[src/rrfp_pkg.sv]
// ============================================================================
// rrfp_pkg - shared types and constants of the radar report frame parser
// Frame markers, buffer limits, the error code set and the result record.
// ============================================================================
package rrfp_pkg;

    // Size of the frame buffer that the framing rules are written against.
    localparam int FRAME_BUFFER_BYTES = 256;

    // Width of the frame byte counter; it never goes above FRAME_BUFFER_BYTES-1.
    localparam int POS_W = $clog2(FRAME_BUFFER_BYTES);

    // Byte positions inside a frame, the header counted from zero.
    localparam logic [POS_W-1:0] POS_HEADER_END = POS_W'(4);
    localparam logic [POS_W-1:0] POS_LEN_LO     = POS_W'(4);
    localparam logic [POS_W-1:0] POS_LEN_HI     = POS_W'(5);
    localparam logic [POS_W-1:0] POS_STATUS     = POS_W'(6);
    localparam logic [POS_W-1:0] POS_DIST_LO    = POS_W'(7);
    localparam logic [POS_W-1:0] POS_DIST_HI    = POS_W'(8);
    localparam logic [POS_W-1:0] POS_LAST       = POS_W'(FRAME_BUFFER_BYTES - 1);

    // Longest payload length that the length check accepts.
    localparam logic [15:0] LEN_MAX = 16'(FRAME_BUFFER_BYTES - 8);

    // Header, footer and the fixed overhead of a frame.
    localparam logic [7:0]  HDR_BYTE0    = 8'hF4;
    localparam logic [7:0]  HDR_BYTE1    = 8'hF3;
    localparam logic [7:0]  HDR_BYTE2    = 8'hF2;
    localparam logic [7:0]  HDR_BYTE3    = 8'hF1;
    localparam logic [31:0] FOOTER_WORD  = 32'hF8F7F6F5;
    localparam logic [16:0] FRAME_OVERHEAD = 17'd10;

    localparam logic [15:0] MAX_DIST_RESET = 16'd1000;

    // Status codes that mean someone is present.
    localparam logic [7:0] STATUS_MOVING = 8'd1;
    localparam logic [7:0] STATUS_STILL  = 8'd2;

    typedef enum logic [1:0] {
        ERR_NONE       = 2'd0,
        ERR_OVERFLOW   = 2'd1,
        ERR_BAD_LENGTH = 2'd2,
        ERR_BAD_FOOTER = 2'd3
    } t_frame_err;

    typedef struct packed {
        logic       consumed;
        logic       frame_done;
        t_frame_err frame_error;
        logic       presence;
        logic [7:0] status_code;
        logic [15:0] range_cm;
        logic       distance_update;
    } t_result;

    // Expected header byte for a given match position.
    function automatic logic [7:0] header_byte(input logic [1:0] idx);
        logic [7:0] hb;
        unique case (idx)
            2'd0:    hb = HDR_BYTE0;
            2'd1:    hb = HDR_BYTE1;
            2'd2:    hb = HDR_BYTE2;
            default: hb = HDR_BYTE3;
        endcase
        return hb;
    endfunction

endpackage

[src/rrfp_framer.sv]
// ============================================================================
// rrfp_framer - frame tracking state of the radar report frame parser
// Holds header match, frame collection and published results, and computes
// the result of the byte on its input in the same cycle.
// ============================================================================
module rrfp_framer
    import rrfp_pkg::*;
(
    input  logic          i_clk,
    input  logic          i_rst_n,
    input  logic          i_accept,
    input  logic [7:0]    i_rx_byte,
    input  logic [15:0]   i_max_range_cm,
    output t_result       o_result
);

    logic [1:0]       r_hdr_pos,     n_hdr_pos;
    logic             r_collect,     n_collect;
    logic [POS_W-1:0] r_byte_pos,    n_byte_pos;
    logic [7:0]       r_len_lo,      n_len_lo;
    logic [15:0]      r_payload_len, n_payload_len;
    logic [7:0]       r_cap_status,  n_cap_status;
    logic [15:0]      r_cap_dist,    n_cap_dist;
    logic [31:0]      r_tail,        n_tail;
    logic             r_presence,    n_presence;
    logic [15:0]      r_last_dist,   n_last_dist;
    logic [7:0]       r_last_status, n_last_status;

    logic             consumed, done, dupd;
    t_frame_err       err;

    always_comb begin
        n_hdr_pos     = r_hdr_pos;
        n_collect     = r_collect;
        n_byte_pos    = r_byte_pos;
        n_len_lo      = r_len_lo;
        n_payload_len = r_payload_len;
        n_cap_status  = r_cap_status;
        n_cap_dist    = r_cap_dist;
        n_tail        = r_tail;
        n_presence    = r_presence;
        n_last_dist   = r_last_dist;
        n_last_status = r_last_status;
        consumed      = 1'b0;
        done          = 1'b0;
        dupd          = 1'b0;
        err           = ERR_NONE;

        if (!r_collect) begin
            if (i_rx_byte == header_byte(r_hdr_pos)) begin
                consumed = 1'b1;
                if (r_hdr_pos == 2'd3) begin
                    n_collect     = 1'b1;
                    n_byte_pos    = POS_HEADER_END;
                    n_hdr_pos     = 2'd0;
                    n_payload_len = 16'd0;
                    n_tail        = 32'd0;
                end else begin
                    n_hdr_pos = r_hdr_pos + 2'd1;
                end
            end else begin
                // A mismatching byte is not retried as a first header byte.
                n_hdr_pos = 2'd0;
            end
        end else if (r_byte_pos >= POS_LAST) begin
            n_collect     = 1'b0;
            n_byte_pos    = '0;
            n_hdr_pos     = 2'd0;
            n_payload_len = 16'd0;
            err           = ERR_OVERFLOW;
        end else begin
            n_byte_pos = r_byte_pos + POS_W'(1);
            n_tail     = {r_tail[23:0], i_rx_byte};
            consumed   = 1'b1;
            if (r_byte_pos == POS_LEN_LO) begin
                n_len_lo = i_rx_byte;
            end
            if (r_byte_pos == POS_LEN_HI) begin
                n_payload_len = {i_rx_byte, r_len_lo};
            end
            if (r_byte_pos == POS_STATUS) begin
                n_cap_status = i_rx_byte;
            end
            if (r_byte_pos == POS_DIST_LO) begin
                n_cap_dist = {8'd0, i_rx_byte};
            end
            if (r_byte_pos == POS_DIST_HI) begin
                n_cap_dist = {i_rx_byte, r_cap_dist[7:0]};
            end

            if (r_byte_pos == POS_LEN_HI && n_payload_len > LEN_MAX) begin
                n_collect     = 1'b0;
                n_byte_pos    = '0;
                n_hdr_pos     = 2'd0;
                n_payload_len = 16'd0;
                consumed      = 1'b0;
                err           = ERR_BAD_LENGTH;
            end else if (17'(n_byte_pos) >= FRAME_OVERHEAD + 17'(n_payload_len)) begin
                if (n_tail == FOOTER_WORD) begin
                    done          = 1'b1;
                    n_last_status = n_cap_status;
                    n_presence    = (n_cap_status == STATUS_MOVING) ||
                                    (n_cap_status == STATUS_STILL);
                    if (n_cap_dist != 16'd0 && n_cap_dist <= i_max_range_cm) begin
                        n_last_dist = n_cap_dist;
                        dupd        = 1'b1;
                    end
                end else begin
                    err = ERR_BAD_FOOTER;
                end
                n_collect     = 1'b0;
                n_byte_pos    = '0;
                n_hdr_pos     = 2'd0;
                n_payload_len = 16'd0;
            end
        end

        o_result.consumed        = consumed;
        o_result.frame_done      = done;
        o_result.frame_error     = err;
        o_result.presence        = n_presence;
        o_result.status_code     = n_last_status;
        o_result.range_cm        = n_last_dist;
        o_result.distance_update = dupd;
    end

    always_ff @(posedge i_clk) begin
        if (!i_rst_n) begin
            r_hdr_pos     <= 2'd0;
            r_collect     <= 1'b0;
            r_byte_pos    <= '0;
            r_len_lo      <= 8'd0;
            r_payload_len <= 16'd0;
            r_cap_status  <= 8'd0;
            r_cap_dist    <= 16'd0;
            r_tail        <= 32'd0;
            r_presence    <= 1'b0;
            r_last_dist   <= 16'd0;
            r_last_status <= 8'd0;
        end else if (i_accept) begin
            r_hdr_pos     <= n_hdr_pos;
            r_collect     <= n_collect;
            r_byte_pos    <= n_byte_pos;
            r_len_lo      <= n_len_lo;
            r_payload_len <= n_payload_len;
            r_cap_status  <= n_cap_status;
            r_cap_dist    <= n_cap_dist;
            r_tail        <= n_tail;
            r_presence    <= n_presence;
            r_last_dist   <= n_last_dist;
            r_last_status <= n_last_status;
        end
    end

endmodule

[src/radar_report_frame_parser.sv]
// ============================================================================
// radar_report_frame_parser - binary report frame parser for a radar sensor
// Finds header/length/payload/footer frames in a byte stream and publishes
// presence, status and distance from each good frame.
// ============================================================================
// One received byte enters per item and produces exactly one registered
// result item, so the block sustains one byte per clock cycle. All
// framing decisions for a byte are made in a single pass of logic between the
// frame tracking registers and the result register; the only thing that
// slows the stream is the downstream side holding i_stall. The result
// register frees itself in the same cycle it is taken, so a new byte is
// accepted while the previous result is being handed over. The distance
// limit register resets to 1000 and should only be written while no byte
// result is still pending.
// ============================================================================
module radar_report_frame_parser
    import rrfp_pkg::*;
(
    input  logic        i_clk,
    input  logic        i_rst_n,

    // Configuration: distance limit in centimeters.
    input  logic        i_cfg_wr_en,
    input  logic [15:0] i_cfg_wr_data,

    // Byte input channel.
    input  logic        i_valid,
    output logic        o_stall,
    input  logic [7:0]  i_rx_byte,

    // Result channel.
    output logic        o_valid,
    input  logic        i_stall,
    output logic        o_consumed,
    output logic        o_frame_done,
    output logic [1:0]  o_frame_error,
    output logic        o_presence,
    output logic [7:0]  o_status_code,
    output logic [15:0] o_range_cm,
    output logic        o_distance_update
);

    logic [15:0] r_max_dist;
    logic        r_out_valid;
    t_result     r_out;
    t_result     step_result;
    logic        accept;

    // The input stalls only when a result is held and the consumer refuses it.
    assign o_stall = r_out_valid & i_stall;
    assign accept  = i_valid & ~o_stall;

    // Frame tracking state and the per-byte decision logic.
    rrfp_framer u_framer (
        .i_clk             (i_clk),
        .i_rst_n           (i_rst_n),
        .i_accept          (accept),
        .i_rx_byte         (i_rx_byte),
        .i_max_range_cm    (r_max_dist),
        .o_result          (step_result)
    );

    always_ff @(posedge i_clk) begin
        if (!i_rst_n) begin
            r_max_dist <= MAX_DIST_RESET;
        end else if (i_cfg_wr_en) begin
            r_max_dist <= i_cfg_wr_data;
        end
    end

    // Result register: loaded on every accepted byte, drained by the consumer.
    always_ff @(posedge i_clk) begin
        if (!i_rst_n) begin
            r_out_valid <= 1'b0;
        end else if (accept) begin
            r_out_valid <= 1'b1;
        end else if (!i_stall) begin
            r_out_valid <= 1'b0;
        end
    end

    always_ff @(posedge i_clk) begin
        if (accept) begin
            r_out <= step_result;
        end
    end

    assign o_valid           = r_out_valid;
    assign o_consumed        = r_out.consumed;
    assign o_frame_done      = r_out.frame_done;
    assign o_frame_error     = r_out.frame_error;
    assign o_presence        = r_out.presence;
    assign o_status_code     = r_out.status_code;
    assign o_range_cm        = r_out.range_cm;
    assign o_distance_update = r_out.distance_update;

endmodule
[config.mk]
export PLATFORM = sky130hd
export DESIGN_NAME = radar_report_frame_parser
export DESIGN_NICKNAME = d
export VERILOG_FILES = /design/src/rrfp_pkg.sv /design/src/rrfp_framer.sv /design/src/radar_report_frame_parser.sv
export SDC_FILE = /design/constraint.sdc
export NUM_CORES = 1
export LEC_CHECK = 0
export BUFFER_PORTS_ARGS = -buffer_cell sky130_fd_sc_hd__buf_4
export CAP_MARGIN = 20
export CORE_ASPECT_RATIO = 1.1
export CORE_MARGIN = 1.5
export CORE_UTILIZATION = 52
export CTS_CLUSTER_DIAMETER = 60
export DETAILED_ROUTE_END_ITERATION = 10
export PLACE_DENSITY = 0.73
export SYNTH_ARGS = -nofsm -noshare
export SYNTH_HDL_FRONTEND = slang
export SYNTH_SLANG_ARGS = --single-unit
export TNS_END_PERCENT = 30
[constraint.sdc]
create_clock -name i_clk -period 4.6 [get_ports i_clk]
set_clock_uncertainty 0.2 [all_clocks]
set_input_delay 0.69 -clock i_clk [delete_from_list [all_inputs] [get_ports i_clk]]
set_output_delay 0.69 -clock i_clk [all_outputs]
set_load 0.02 [all_outputs]
# --- After elaboration in Yosys (flattened, before gate mapping) ---
# Cells that the tools add are included.
# Widths: inputs -> output; s select.
totals:
  register_bits: 155
  wordCells: 133
  input_bits: 29
  output_inout_bits: 32
op_classes:
  muxes: 68
  n_bitwise: 7
  eq_ne: 15
  add_sub_neg: 3
  n_reduce_logical: 15
  order_cmp: 4
op_table:
  columns: ["op", "count"]
  rows:
  - ["$mux 16", 19]
  - ["$mux 8", 15]
  - ["$mux 24", 4]
  - ["$eq 32x32->1 const B", 1]
  - ["$eq 8x3->1 const B", 4]
  - ["$mux 1", 20]
  - ["$mux 2", 9]
  - ["$add 4x16->17 const A", 1]
  - ["$ge 8x17->1", 1]
  - ["$gt 16x8->1 const B", 1]
  - ["$le 16x16->1", 1]
  - ["$reduce_bool 16->1", 1]
  - ["$pmux 3 s3", 1]
  - ["$add 8x1->8 const B", 1]
  - ["$eq 8x1->1 const B", 1]
  - ["$eq 8x2->1 const B", 1]
  - ["$eq 8x4->1 const B", 1]
  - ["$eq 8x8->1", 1]
  - ["$ge 8x8->1 const B", 1]
  - ["$reduce_and 4->1", 2]
  - ["$reduce_and 3->1", 2]
  - ["$not 1->1", 5]
  - ["$reduce_or 5->1", 1]
  - ["$eq 2x2->1 const B", 2]
  - ["other kinds (13)", 16]

# --- Longest topological paths before layout ---
depth:
  depth_word: 13
  ltp_mapped: 24
  depth_no_buf: 19

# --- Cells and area by module ---
# From an unflattened synthesis, not the netlist that was laid out.
hier_totals:
  cells_unflattened: 895
  area_unflattened_um2: 8249.2
modules_own_cells:
  columns: ["module", "cells_per_inst", "instances", "seq_area_each_um2", "area_per_inst_um2"]
  rows:
  - ["rrfp_framer", 810, 1, 2162.1, 6706.4]
  - ["radar_report_frame_parser", 85, 1, 1241.2, 1542.7]

# --- Least setup slack after synthesis ---
# OpenSTA, ideal clock, no wires.
synth_timing:
  kind: "register to register"
  startpoint: "register u_framer.r_byte_pos[4]"
  endpoint: "register r_out (netlist bit o_range_cm[1]), data pin"
  t_required_ns: 4.140
  synth_period_minus_slack_ns: 4.367
  setup_time_ns: 0.260
  slack_ns: 0.233
  path_stages_with_launch: 21
  n_path_buf: 3
  arrival_time_ns: 3.908
  cell_sequence: "dfxtp_1 > nor4_4 > and2_1 > buf_2 > clkbuf_1 > nand2_1 > nand2_1 > ha_1 > nor2_1 > nor2_1 > xor2_1 > a21oi_1 > ha_1 > o21ai_0 > nand2b_1 > o211a_1 > nand4_1 > or3_4 > nor2_2 > buf_6 > mux2_2"
synth_lines:
  columns: ["element", "line", "rtl"]
  rows:
  - ["start: declaration", "rrfp_framer.sv:19", "logic [POS_W-1:0] r_byte_pos, n_byte_pos;"]
  - ["start signal: assignment", "rrfp_framer.sv:143", "r_byte_pos <= n_byte_pos;"]
  - ["end signal: assignment", "radar_report_frame_parser.sv:84", "r_out <= step_result;"]
  - ["end: declaration", "radar_report_frame_parser.sv:45", "t_result r_out;"]

==> metrics.md <==
| Metric | Value |
|---|---|
| Share of cells above drive strength 1 | `0.1963` |
| WP data arrival | `between 4000 and 5000 ps` |
| Placement Cell Area | `roughly 8500 sq um` |
| Critical path class | `flop to flop` |
| Nets | `between 900 and 1000` |
| Initial drt markers | `463` |
| Antenna Cells | `0` |
| Antenna violations before repair | `0` |
| GP Congestion | `about 0.96` |
| Die Y | `around 130 microns` |
| Die Wd | `~120 microns` |
| Clock power share | `0.456` |
| Clk sinks | `roughly 160` |
| Critical Path RT | `about 4600 ps` |
| Flop pwr share | `0.477` |
| Post-Route WL | `18550 microns` |
| # DRC | `0` |
| Worst skew pair latency | `roughly 430 ps` |
| Pwr dens | `between 300 and 400 nW/um^2` |
| Row cnt | `between 40 and 50` |
| Slew @ Worst Pin | `between 700 and 800 ps` |
| Tot GR Track Use | `0.2391` |
| Switching share of total power | `0.2316` |
| Avg Cell Area, Syn | `a little under 10 sq um` |
| Post-synthesis sequential area ratio | `0.4267` |
| Period utilisation layout | `0.9448` |
| Die area | `~16000 sq um` |
| Post-DP HPWL | `12620 microns` |
| Run status | `finished, final reports clean` |
| TritonRoute pass-1 iters | `5` |
| Reg-to-Reg Start | `u_framer.r_byte_pos[4]$_SDFFE_PN0P_` |
| Port bufs | `60` |
| Setup violators final | `0` |
| Crit path cell chain | `nor4_4, and3b_1, and2_1, mux2_2, ha_1, nand2_1, o21ai_0, a21oi_1, o21a_1, o211a_1, a31oi_1, nand2b_1, nor2_2, buf_12, mux2_2` |
| Clk slew on worst S/H paths | `about 60 ps` |
| Worst Path Max Fanout | `16` |
| NetSw | `between 600 and 700 uW` |
| Max Clk Rate | `roughly 230 MHz` |
| H-tree lvl count | `4` |
| Gate Count Post-Synth | `between 800 and 900` |
| Grt peak-use layer | `met2` |
| Final min period | `~4300 ps` |
| WL per Instance | `17.47 microns` |
| Dominant synthesized flop cell | `dfxtp_1` |
| Via Count | `6130` |
| Register-to-register setup slack | `250 ps` |
| Initial core utilization | `0.5318` |
| Syn Nets | `a little under 900` |
| Async SR Flop Fraction | `0` |
| TritonCTS Buffers | `17` |
| Hold depth | `2` |
| Grt ovf | `0` |
| Most used cell, CP | `mux2_2` |
| Setup TNS | `0 ps` |
| Crit-path slowest cell | `mux2_2` |
| Final Hold Vio Count | `0` |
| Dominant cell type by area after synthesis | `dfxtp_1` |
| Worst R2R End | `o_range_cm[12]$_DFFE_PP_` |
| Hold buffer count at cts | `0` |
| Max Slew Vio Count | `0` |
| Leakage power | `0.003607 uW` |
| GRT met1 Usage | `0.3057` |
| Peak per-stage delay on the critical path | `around 420 ps` |
| GR Util met3 | `0.04871` |
| Combinational group share of total power | `0.067` |
| Synthesized cell area | `between 7000 and 8000 sq um` |
| # IOs | `a little over 60` |
| Grt met2 use | `0.3965` |
| Number of global-route vias before repair | `5987` |
| Via-per-instance ratio | `roughly 5.8` |
| CTS tree | `built` |
| Worst vdd ir | `0.2486 mV` |
| Hold Crit Start | `u_framer.r_last_dist[7]$_SDFFE_PN0P_` |
| Distinct cells, synth | `65` |
| Synth area leaders | `dfxtp_1 (31%), edfxtp_1 (11%), mux2i_1 (8.9%)` |
| Antenna viol nets, final | `0` |
| Synth warn | `0` |
| Final instance area | `about 9000 sq um` |
| Kind of start point of the critical path | `flop` |
| Clock Tree Buf Depth | `2` |
| Area Overhead vs Synth | `14.84%` |
| Internal | `about 2300 uW` |
| Synth top area share | `0.3138` |
| Slew headroom | `0.4723` |
| Hold Path End | `u_framer.r_last_dist[7]$_SDFFE_PN0P_` |
| Pin count of the biggest net entering global routing | `around 130` |
| Max_cap viols | `0` |
| First-pass GRT wire length | `30370 microns` |
| RSZ-0062 raised after global routing | `false` |
| EDFF count, synth | `30` |
| Post-synthesis register bit count | `155` |
| Clock root buffer | `clkbuf_16` |
| Path depth of the worst reg2reg path | `15` |
| Area of the core | `approximately 15000 sq um` |
| Hold Path Class | `flop to flop` |
| Crit end category | `flop` |
| Most instantiated library cell after synthesis | `dfxtp_1` |
| Commonest cells post-synth | `dfxtp_1 (125), nand2_1 (93), mux2i_1 (71)` |
==> critical path: cells and delay by family (launching register included) <==
kind	cells	cell delay (ps)
muxes	2	700
AOI/OAI and AO/OA	5	1000
buffers and inverters	1	160
adders and majority gates	1	330
DFF	1	370
and+or+nand+nor	6	1320
==> how the worst max path moves through the flow <==
stage	start	end	slack (ps)	cells past startpoint
after floorplan	u_framer.r_byte_pos[4]$_SDFFE_PN0P_	o_range_cm[1]$_DFFE_PP_	230	20
after global placement	u_framer.r_byte_pos[1]$_SDFFE_PN0P_	o_range_cm[3]$_DFFE_PP_	370	20
after detailed placement	u_framer.r_byte_pos[1]$_SDFFE_PN0P_	o_range_cm[15]$_DFFE_PP_	210	20
after CTS	u_framer.r_byte_pos[1]$_SDFFE_PN0P_	o_range_cm[12]$_DFFE_PP_	210	20
after global routing	u_framer.r_byte_pos[4]$_SDFFE_PN0P_	o_range_cm[12]$_DFFE_PP_	20	15
final	u_framer.r_byte_pos[4]$_SDFFE_PN0P_	o_range_cm[12]$_DFFE_PP_	250	15
==> cell families after synthesis <==
| kind of cell | count (synthesis) | synth area share |
|---|---|---|
| flip-flops | 155 | 0.4267 |
| adder cells (fa/ha/maj) | 32 | 0.05020 |
| AND/OR/NAND/NOR | 287 | 0.1936 |
| buffers and inverters | 79 | 0.04298 |
| AO/OA/AOI/OAI | 123 | 0.1117 |
| XOR/XNOR | 24 | 0.02636 |
| multiplexers | 112 | 0.1484 |
==> per-layer routing <==
metal / share of wire / vias up
li1: - / 2965
met1: 0.45 / 2985
met5: 0 / -
met2: 0.49 / 151
met3: 0.041 / 29
met4: 0.025 / 0
==> per-stage QoR <==
| step | util | power (uW) | cells | hold WS [ps] | setup slack (ps) |
|---|---|---|---|---|---|
| final | 0.6108 | 2984 | 1062 | 259.9 | 253.8 |
| after detailed placement | 0.5678 | 1651 | 1025 | 248.2 | 211.9 |
| after global routing | 0.6108 | 3076 | 1062 | 271.1 | 18.15 |
| after global placement | 0.5678 | 1644 | 1025 | 240.2 | 371.2 |
| after floorplan | - | 1574 | 812 | 232.2 | 232.6 |
| after CTS | 0.6062 | 2999 | 1057 | 258.6 | 207.2 |
==> sequential cells by signal, summed over array words and instances, names as in the netlist, 2 cells and up <==
register,count
u_framer.r_hdr_pos,2
r_max_dist,16
o_frame_error,2
u_framer.r_cap_status,8
u_framer.r_len_lo,8
o_range_cm,16
o_status_code,8
u_framer.r_last_dist,16
u_framer.r_cap_dist,16
u_framer.r_payload_len,16
u_framer.r_last_status,8
u_framer.r_tail,24
u_framer.r_byte_pos,8
==> power by group through the flow <==
stage / clock network, uW / registers [uW] / logic, uW
2_1_floorplan: 0 / 1470 / 106
3_3_place_gp: 0 / 1450 / 191
3_5_place_dp: 0 / 1450 / 197
4_1_cts: 1380 / 1420 / 198
5_1_grt: 1430 / 1430 / 217
6_report: 1360 / 1420 / 200
==> layout make-up <==
cell class,count,area [sq um]
Fill cell,1249,5837
Multi-Input combinational cell,578,4243
Clock buffer,22,485.5
Sequential cell,155,3405
Clock inverter,10,90.09
Tap cell,196,245.2
Timing Repair Buffer,75,593.1
Inverter,26,97.59
==> layout by cell type, fill, tap and decap left out, drive strengths merged, types with 3 or more instances in the layout <==
| cell | n |
|---|---|
| nand4 | 12 |
| nand3 | 18 |
| o211ai | 9 |
| xor2 | 13 |
| a31o | 4 |
| a22oi | 25 |
| a21oi | 18 |
| o21ai | 16 |
| and3 | 7 |
| o21a | 3 |
| nor2b | 70 |
| a211oi | 5 |
| a31oi | 8 |
| nor4 | 7 |
| nand2b | 8 |
| edfxtp | 30 |
| and2 | 11 |
| xnor2 | 11 |
| dfxtp | 125 |
| or2 | 3 |
| o211a | 4 |
| nand2 | 94 |
| or3 | 3 |
| clkbuf | 22 |
| ha | 32 |
| inv | 26 |
| mux2i | 72 |
| clkinv | 6 |
| nor2 | 26 |
| buf | 75 |
| a22o | 15 |
| mux2 | 40 |
| nor3 | 12 |
| nand4b | 4 |
| a32o | 5 |
| a21o | 5 |
| clkinvlp | 3 |
==> what timing repair did <==
| item | 4_1_cts | 5_1_grt |
|---|---|---|
| setup endpoints to repair | 0 | 41 |
| buffers inserted | 0 | 4 |
| resized for setup | 0 | 9 |
No activity file was read; power rests on OpenSTA's default activity.
